File: config.mk
export PLATFORM = sky130hd
export DESIGN_NAME = url_percent_encoder_top
export DESIGN_NICKNAME = d
export VERILOG_FILES = /design/src/rtl/core/upe_pkg.sv /design/src/rtl/core/upe_encode.sv /design/src/rtl/core/url_percent_encoder_top.sv
export SDC_FILE = /design/constraint.sdc
export NUM_CORES = 1
export LEC_CHECK = 0
export ABC_AREA = 1
export BUFFER_PORTS_ARGS = -buffer_cell sky130_fd_sc_hd__buf_2
export CAP_MARGIN = 20
export CORE_ASPECT_RATIO = 0.75
export CORE_MARGIN = 2
export CORE_UTILIZATION = 50
export CTS_CLUSTER_DIAMETER = 120
export DETAILED_ROUTE_END_ITERATION = 10
export PLACE_DENSITY = 0.75
export SLEW_MARGIN = 15
export SYNTH_ARGS = -nofsm -noshare
export SYNTH_HDL_FRONTEND = slang
export SYNTH_SLANG_ARGS = --single-unit
File: constraint.sdc
create_clock -name clock -period 4 [get_ports clock]
set_input_delay 0.4 -clock clock [delete_from_list [all_inputs] [get_ports clock]]
set_output_delay 0.4 -clock clock [all_outputs]
set_load 0.01 [all_outputs]
File: src/rtl/core/upe_pkg.sv
`timescale 1ns / 1ps

package upe_pkg;

   // Register map: index of each register, byte address is 4 * index
   typedef enum logic {
      REG_OUTPUT_ENABLE = 1'b0,
      REG_OUT_CAPACITY  = 1'b1
   } reg_index_type;

   localparam int unsigned CFG_ADDR_WIDTH = 3;
   localparam logic [16:0] CAP_MAX        = 17'h10000;
   localparam logic [19:0] OUT_BYTES_MAX  = 20'hFFFFF;
   localparam logic [7:0]  PERCENT_CHAR   = 8'h25;
   localparam logic [7:0]  NUL_CHAR       = 8'h00;

   // Expansion of one source byte
   typedef struct packed {
      logic       plain;    // passes through as one character
      logic [7:0] char0;
      logic [7:0] char1;
      logic [7:0] char2;
   } enc_type;

   // Uppercase hex digit for a nibble
   function automatic logic [7:0] hex_digit(input logic [3:0] nib);
      logic [7:0] ch;
      if (nib < 4'd10) begin
         ch = 8'h30 + {4'd0, nib};
      end else begin
         ch = 8'h37 + {4'd0, nib};
      end
      return ch;
   endfunction

endpackage

File: src/rtl/core/upe_encode.sv
`timescale 1ns / 1ps

module upe_encode
   import upe_pkg::*;
(
   input  logic [7:0] in_byte,
   output enc_type    enc
);

   always_comb begin
      enc = '0;
      case (1'b1)
         (in_byte inside {[8'h41:8'h5A], [8'h61:8'h7A], [8'h30:8'h39],
                          8'h2D, 8'h5F, 8'h2E, 8'h7E}): begin
            enc.plain = 1'b1;
            enc.char0 = in_byte;
         end
         default: begin
            enc.plain = 1'b0;
            enc.char0 = PERCENT_CHAR;
            enc.char1 = hex_digit(in_byte[7:4]);
            enc.char2 = hex_digit(in_byte[3:0]);
         end
      endcase
   end

endmodule

File: src/rtl/core/url_percent_encoder_top.sv
`timescale 1ns / 1ps

// Channel   Direction  Handshake            Beat
// req       in         req_valid/req_stall  one source byte (req_in_byte)
// rsp       out        rsp_valid/rsp_stall  one encoded character plus final counts
// csr       in         APB psel/penable     one 32-bit register write or read
//
// A source byte is held in the input register, then its expansion loads the
// result buffer. The result port moves one character per cycle while rsp is not
// stalled; a byte that passes through yields one character, an escaped byte three.
// Bytes that emit nothing (truncated or measure-only) retire without loading the buffer.
// reset (synchronous) clears counters, valids and config registers to their defaults.
// A stall on rsp holds the current character; req stalls while the input byte cannot retire.

module url_percent_encoder_top
   import upe_pkg::*;
#(
   parameter int unsigned COUNT_WIDTH = 20
)
(
   input  logic                      clock,
   input  logic                      reset,
   // source bytes
   input  logic                      req_valid,
   output logic                      req_stall,
   input  logic [7:0]                req_in_byte,
   // encoded characters
   output logic                      rsp_valid,
   input  logic                      rsp_stall,
   output logic [7:0]                rsp_out_char,
   output logic                      rsp_is_final,
   output logic [15:0]               rsp_chars_written,
   output logic [19:0]               rsp_bytes_needed,
   // configuration
   input  logic                      psel,
   input  logic                      penable,
   input  logic                      pwrite,
   input  logic [CFG_ADDR_WIDTH-1:0] paddr,
   input  logic [31:0]               pwdata,
   output logic [31:0]               prdata,
   output logic                      pready
);

   // compare width covers the count plus carry and the 20-bit size limit
   localparam int unsigned CmpW = (COUNT_WIDTH + 1 > 21) ? COUNT_WIDTH + 1 : 21;
   localparam logic [COUNT_WIDTH-1:0] CountMax = '1;

   // ---------------------------------------------------------------- config
   logic          oe_ff, oe_in;
   logic [16:0]   cap_ff, cap_in;
   logic          cfg_write;
   reg_index_type cfg_index;

   assign pready    = 1'b1;
   assign cfg_write = psel & penable & pwrite & pready;
   assign cfg_index = reg_index_type'(paddr[2]);

   always_comb begin
      oe_in  = oe_ff;
      cap_in = cap_ff;
      prdata = '0;
      case (cfg_index)
         REG_OUTPUT_ENABLE: begin
            prdata = {31'd0, oe_ff};
            if (cfg_write) begin
               oe_in = pwdata[0];
            end
         end
         REG_OUT_CAPACITY: begin
            prdata = {15'd0, cap_ff};
            if (cfg_write) begin
               cap_in = pwdata[16:0];
            end
         end
         default: begin
            prdata = '0;
         end
      endcase
   end

   // ---------------------------------------------------------------- input register
   logic       in_vld_ff, in_vld_in;
   logic [7:0] in_byte_ff, in_byte_in;
   logic       req_accept;
   logic       advance;     // input register retires into the result buffer

   assign req_stall  = in_vld_ff & ~advance;
   assign req_accept = req_valid & ~req_stall;

   always_comb begin
      in_vld_in  = in_vld_ff;
      in_byte_in = in_byte_ff;
      if (req_accept) begin
         in_vld_in  = 1'b1;
         in_byte_in = req_in_byte;
      end else if (advance) begin
         in_vld_in = 1'b0;
      end
   end

   // ---------------------------------------------------------------- encode
   enc_type enc;

   upe_encode u_encode (
      .in_byte (in_byte_ff),
      .enc     (enc)
   );

   logic [COUNT_WIDTH-1:0] needed_ff, needed_in;
   logic [15:0]            written_ff, written_in;

   logic [16:0]            cap_eff;
   logic [16:0]            limit_full;
   logic [COUNT_WIDTH:0]   sum;
   logic                   fits;
   logic [COUNT_WIDTH-1:0] fin_count;
   logic [CmpW-1:0]        fin_wide;
   logic [19:0]            fin_bytes;
   logic                   is_end;

   always_comb begin
      // clamp capacity into 1..65536
      if (cap_ff == 17'd0) begin
         cap_eff = 17'd1;
      end else if (cap_ff > CAP_MAX) begin
         cap_eff = CAP_MAX;
      end else begin
         cap_eff = cap_ff;
      end
      limit_full = cap_eff - 17'd1;

      sum = {1'b0, needed_ff} + (enc.plain ? (COUNT_WIDTH+1)'(1) : (COUNT_WIDTH+1)'(3));

      // all-or-nothing: emit only if the whole expansion fits
      fits = oe_ff && (needed_ff != CountMax) && !sum[COUNT_WIDTH]
             && (CmpW'(sum) <= CmpW'(limit_full));

      fin_count = (needed_ff == CountMax) ? CountMax : needed_ff + 1'b1;
      fin_wide  = CmpW'(fin_count);
      fin_bytes = (fin_wide > CmpW'(OUT_BYTES_MAX)) ? OUT_BYTES_MAX : fin_wide[19:0];

      is_end = (in_byte_ff == NUL_CHAR);
   end

   // ---------------------------------------------------------------- result buffer
   // Hold up to three characters; the head is the output register.
   logic [1:0]  cnt_ff, cnt_in;
   logic [7:0]  ch0_ff, ch0_in, ch1_ff, ch1_in, ch2_ff, ch2_in;
   logic        fin_ff, fin_in;
   logic [15:0] wr_ff, wr_in;
   logic [19:0] nd_ff, nd_in;
   logic        rsp_accept;

   assign rsp_valid  = (cnt_ff != 2'd0);
   assign rsp_accept = rsp_valid & ~rsp_stall;
   assign advance    = in_vld_ff & ((cnt_ff == 2'd0) | ((cnt_ff == 2'd1) & rsp_accept));

   always_comb begin
      cnt_in     = cnt_ff;
      ch0_in     = ch0_ff;
      ch1_in     = ch1_ff;
      ch2_in     = ch2_ff;
      fin_in     = fin_ff;
      wr_in      = wr_ff;
      nd_in      = nd_ff;
      needed_in  = needed_ff;
      written_in = written_ff;

      // drain: advance the queue by one beat
      if (rsp_accept) begin
         cnt_in = cnt_ff - 2'd1;
         ch0_in = ch1_ff;
         ch1_in = ch2_ff;
      end

      if (advance) begin
         if (is_end) begin
            // terminating NUL carries the counts, then clear them
            cnt_in     = 2'd1;
            ch0_in     = NUL_CHAR;
            fin_in     = 1'b1;
            wr_in      = written_ff;
            nd_in      = fin_bytes;
            needed_in  = '0;
            written_in = '0;
         end else begin
            fin_in    = 1'b0;
            wr_in     = '0;
            nd_in     = '0;
            needed_in = sum[COUNT_WIDTH] ? CountMax : sum[COUNT_WIDTH-1:0];
            if (fits) begin
               ch0_in = enc.char0;
               ch1_in = enc.char1;
               ch2_in = enc.char2;
               if (enc.plain) begin
                  cnt_in     = 2'd1;
                  written_in = written_ff + 16'd1;
               end else begin
                  cnt_in     = 2'd3;
                  written_in = written_ff + 16'd3;
               end
            end else begin
               cnt_in = 2'd0;
            end
         end
      end
   end

   assign rsp_out_char      = ch0_ff;
   assign rsp_is_final      = fin_ff;
   assign rsp_chars_written = wr_ff;
   assign rsp_bytes_needed  = nd_ff;

   // ---------------------------------------------------------------- registers
   always_ff @(posedge clock) begin
      if (reset) begin
         oe_ff      <= 1'b1;
         cap_ff     <= CAP_MAX;
         in_vld_ff  <= 1'b0;
         cnt_ff     <= 2'd0;
         needed_ff  <= '0;
         written_ff <= '0;
      end else begin
         oe_ff      <= oe_in;
         cap_ff     <= cap_in;
         in_vld_ff  <= in_vld_in;
         cnt_ff     <= cnt_in;
         needed_ff  <= needed_in;
         written_ff <= written_in;
      end
   end

   // payload, no reset needed
   always_ff @(posedge clock) begin
      in_byte_ff <= in_byte_in;
      ch0_ff     <= ch0_in;
      ch1_ff     <= ch1_in;
      ch2_ff     <= ch2_in;
      fin_ff     <= fin_in;
      wr_ff      <= wr_in;
      nd_ff      <= nd_in;
   end

endmodule

==> results_dict.tcl <==
set metrics [dict create \
    status "finished with violations" \
    violations "negative setup slack" \
    slew_headroom_pct 48.93 \
    ys_ff_latch 125 \
    max_freq_ghz 0.2462 \
    gp_congestion 0.9317 \
    coreArea_um2 14550 \
    highest_layer "met4" \
    numCtsBuffers 17 \
    final_core_util_pct 64.98 \
    dp_hpwl_mm 12.74 \
    cp_top_family "simple AND/OR/NAND/NOR gates" \
    yosysWarningCount 0 \
    rsz0062_at_grt "true" \
    cp.arrival_ns 4.40 \
    grt_pass1_vias 5954 \
    dr_wl_met2_mm 8.078 \
    synth.area.top_cells "edfxtp_1 (21%), dfxtp_1 (19%), nand2_1 (9.9%), o21ai_0 (5.7%), inv_1 (5.7%)" \
    synthCells 967 \
    clock_path_buffers 2 \
    fin_crit_ns 4.062 \
    grt_usage_pct 23.13 \
    crit_top_cell "nand2_2" \
    via_per_inst 5.175 \
    wirelength_mm 18.71 \
    io_buffers 96 \
    drt_iter0_drc 624 \
    fin_cells 1316 \
    irDropWorstVdd_uv 335.5 \
    critPathLaunchType "register" \
    avgSynthCellArea_um2 7.762 \
    die_w_um 145.5 \
    first_pass_iters 5 \
    synth_top_area_share_pct 20.80 \
    p_per_area_nw_per_um2 459.2 \
    period_share_pct 101.6 \
    critPathMaxStageDelay_ns 0.48 \
    clk_latency_ns 0.41 \
    tightest_slew_ns 0.7652 \
    synth_edf_count 52 \
    cap_viol_max_count 0 \
    wl_met1_mm 9.266 \
    path_cells "inv_2 -> ha_4 -> nor2_2 -> o21ai_1 -> nand4_1 -> nand3_2 -> nor2_4 -> ha_1 -> nand3_1 -> nand2_2 -> nand3_4 -> nor3_4 -> xnor2_1 -> inv_1 -> ha_4 -> nand3_1 -> nor4_2 -> nand2_1 -> nand2_2 -> nand3_4 -> nor2_8 -> buf_12 -> nand2_2 -> a21oi_2" \
    nFillCells 1212 \
    wl_per_cell_um 14.21 \
    hold_ws_ns 0.1635 \
    placed_area_um2 8404 \
    cts_root_buffer "clkbuf_16" \
    grt_max_degree 49 \
    finalHoldViolCount 0 \
    fin_ws_ns -0.06242 \
    start_util_pct 51.59 \
    dp_cells 1276 \
    ys_seq_area_share_pct 40.27 \
    crit_path_end_kind "register" \
    async_reset_ff_share_pct 0 \
    finalSetupViolations 20 \
    hp-class "input pin to register" \
    vias 6810 \
    synth_ff_type "dfxtp_1" \
    cts_sinks 125 \
    critPathMaxFanout 7 \
    fin_area_um2 9454 \
    worst-setup-path-type "register to register" \
    wl_met3_mm 1.238 \
    synth_cell_type_count 49 \
    postRouteAntennaNets 0 \
    multi_input_area_um2 4149 \
    clkTransAtPathRegs_ns 0.06 \
    grt_pass1_wl_mm 29.66 \
    synth_area_um2 7506 \
    skew_ns 0.01248 \
    crit_buf_inv 3 \
    rows 38 \
    h-tree-depth 4 \
    critPathRequiredTime_ns 4.33 \
    antenna_found_initial 0 \
    area_delta_synth_final_pct 25.95 \
    die_y_um 110.1 \
    drive_gt1_share_pct 25.90 \
    diodes 0 \
    drv_slew 0 \
    leakage_nw 4.187 \
    layout.nets 1188 \
    boundaryPins 130 \
    power.total_mw 4.342 \
    die_area_um2 16020 \
    grt_overflow 0 \
    synth_top_cell_by_area "edfxtp_1" \
    regArea_um2 3023 \
    drc_errors 0 \
    slowest_stage "edfxtp_1" \
    cts_tree "built" \
]
-- synth_stat cells (10+ instances only) --
master,number
nor2_1,96
edfxtp_1,52
clkbuf_1,23
xnor2_1,15
a21oi_1,65
a21oi_2,10
nand2_2,17
nand4_1,16
dfxtp_1,73
inv_1,114
o21ai_0,86
nand3_1,40
xor2_1,33
nand2_1,197
ha_1,33
buf_4,18
-- placed cells by master (no fill, tap or decap), types with 5 or more instances in the layout --
master     instances
buf_4             45
inv_1            110
ha_1              23
dfxtp_1           73
conb_1            16
nor2_2            11
a21oi_2           17
nand3_1           37
buf_6              6
mux2i_1            7
edfxtp_1          52
nand2_1          183
a21oi_1           58
nand2_2           31
buf_2             96
xnor2_1           15
o21ai_1            6
clkbuf_16         20
nor2_1            89
ha_4               9
inv_2              5
xor2_1            30
nor2_4            11
nand4_1           16
o21ai_0           80
nor3_1             6
-- cell type report --
cell class,instances,area share [%]
Tap cell,200,2.647
Inverter,115,4.566
Multi-Input combinational cell,693,43.89
Timing Repair Buffer,151,10.27
Sequential cell,125,31.97
Clock buffer,21,5.320
Clock inverter,11,1.337
-- power by group --
group	total, mW	switching [mW]	leakage (nW)	internal [mW]
clock network	1.62	0.594	0.315	1.03
logic	1.11	0.677	2.78	0.433
registers	1.61	0.0841	1.09	1.52
-- registers in the layout, summed over array words and instances, names as in the netlist --
name and cells:
written_ff 16, rsp_out_char 8, in_byte_ff 8, rsp_is_final 1, needed_ff 20, rsp_bytes_needed 20
rsp_chars_written 16, ch1_ff 8, in_vld_ff 1, cap_ff 17, oe_ff 1, cnt_ff 2
ch2_ff 7
-- worst register-to-register path: cells and delay by family (launching register included) --
family / cells / cell delay [ns]
AOI/OAI and AO/OA: 2 / 0.31
xor gates and xnor gates: 1 / 0.16
adders and majority gates: 3 / 0.75
buffers and inverters: 3 / 0.48
DFF: 1 / 0.48
and+or+nand+nor: 15 / 1.81
-- metal layers --
layer  global-route usage [%]  vias to the layer above
li1                         -                     3424
met1                    34.31                     3120
met2                    35.10                      255
met3                    4.362                       11
met4                    5.462                        0
met5                        0                        -
-- per-stage QoR --
step | setup WS, ns | setup TNS, ns
floorplan | 0.04480 | 0
global placement | -0.09151 | -2.435
detailed placement | -0.1572 | -3.462
CTS | -0.001673 | -0.001673
global route | -0.2820 | -8.984
finish | -0.06242 | -0.6867
-- worst paths after layout --
kind              slack, ns            from            end  cells past startpoint
hold / removal         0.16  req_in_byte[5]  in_byte_ff[5]                      1
hold reg to reg        0.48       ch1_ff[7]      ch1_ff[7]                      2
setup reg to reg      -0.06   in_byte_ff[4]  written_ff[5]                     24
setup / recovery      -0.06   in_byte_ff[4]  written_ff[5]                     24
-- logic make-up (layout without fill, tap and decap cells) --
kind of cell | count (synthesis) | after routing | synth area share [%]
buffers and inverters | 164 | 298 | 9.585
adders and majority gates | 35 | 35 | 6.034
and+or+nand+nor | 403 | 404 | 24.17
DFF | 125 | 125 | 40.27
muxes | 7 | 7 | 0.9335
xor gates and xnor gates | 48 | 48 | 5.601
other | 2 | 16 | 0.1001
AOI/OAI and AO/OA | 183 | 183 | 13.30
-- repair_timing --
item,CTS,global route
setup endpoints to repair,40,41
setup buffers,2,5
hold buffers,0,0
pin swaps,23,24
gates resized for setup,49,33
gates cloned,1,1
(Power assumes the default switching activity.)
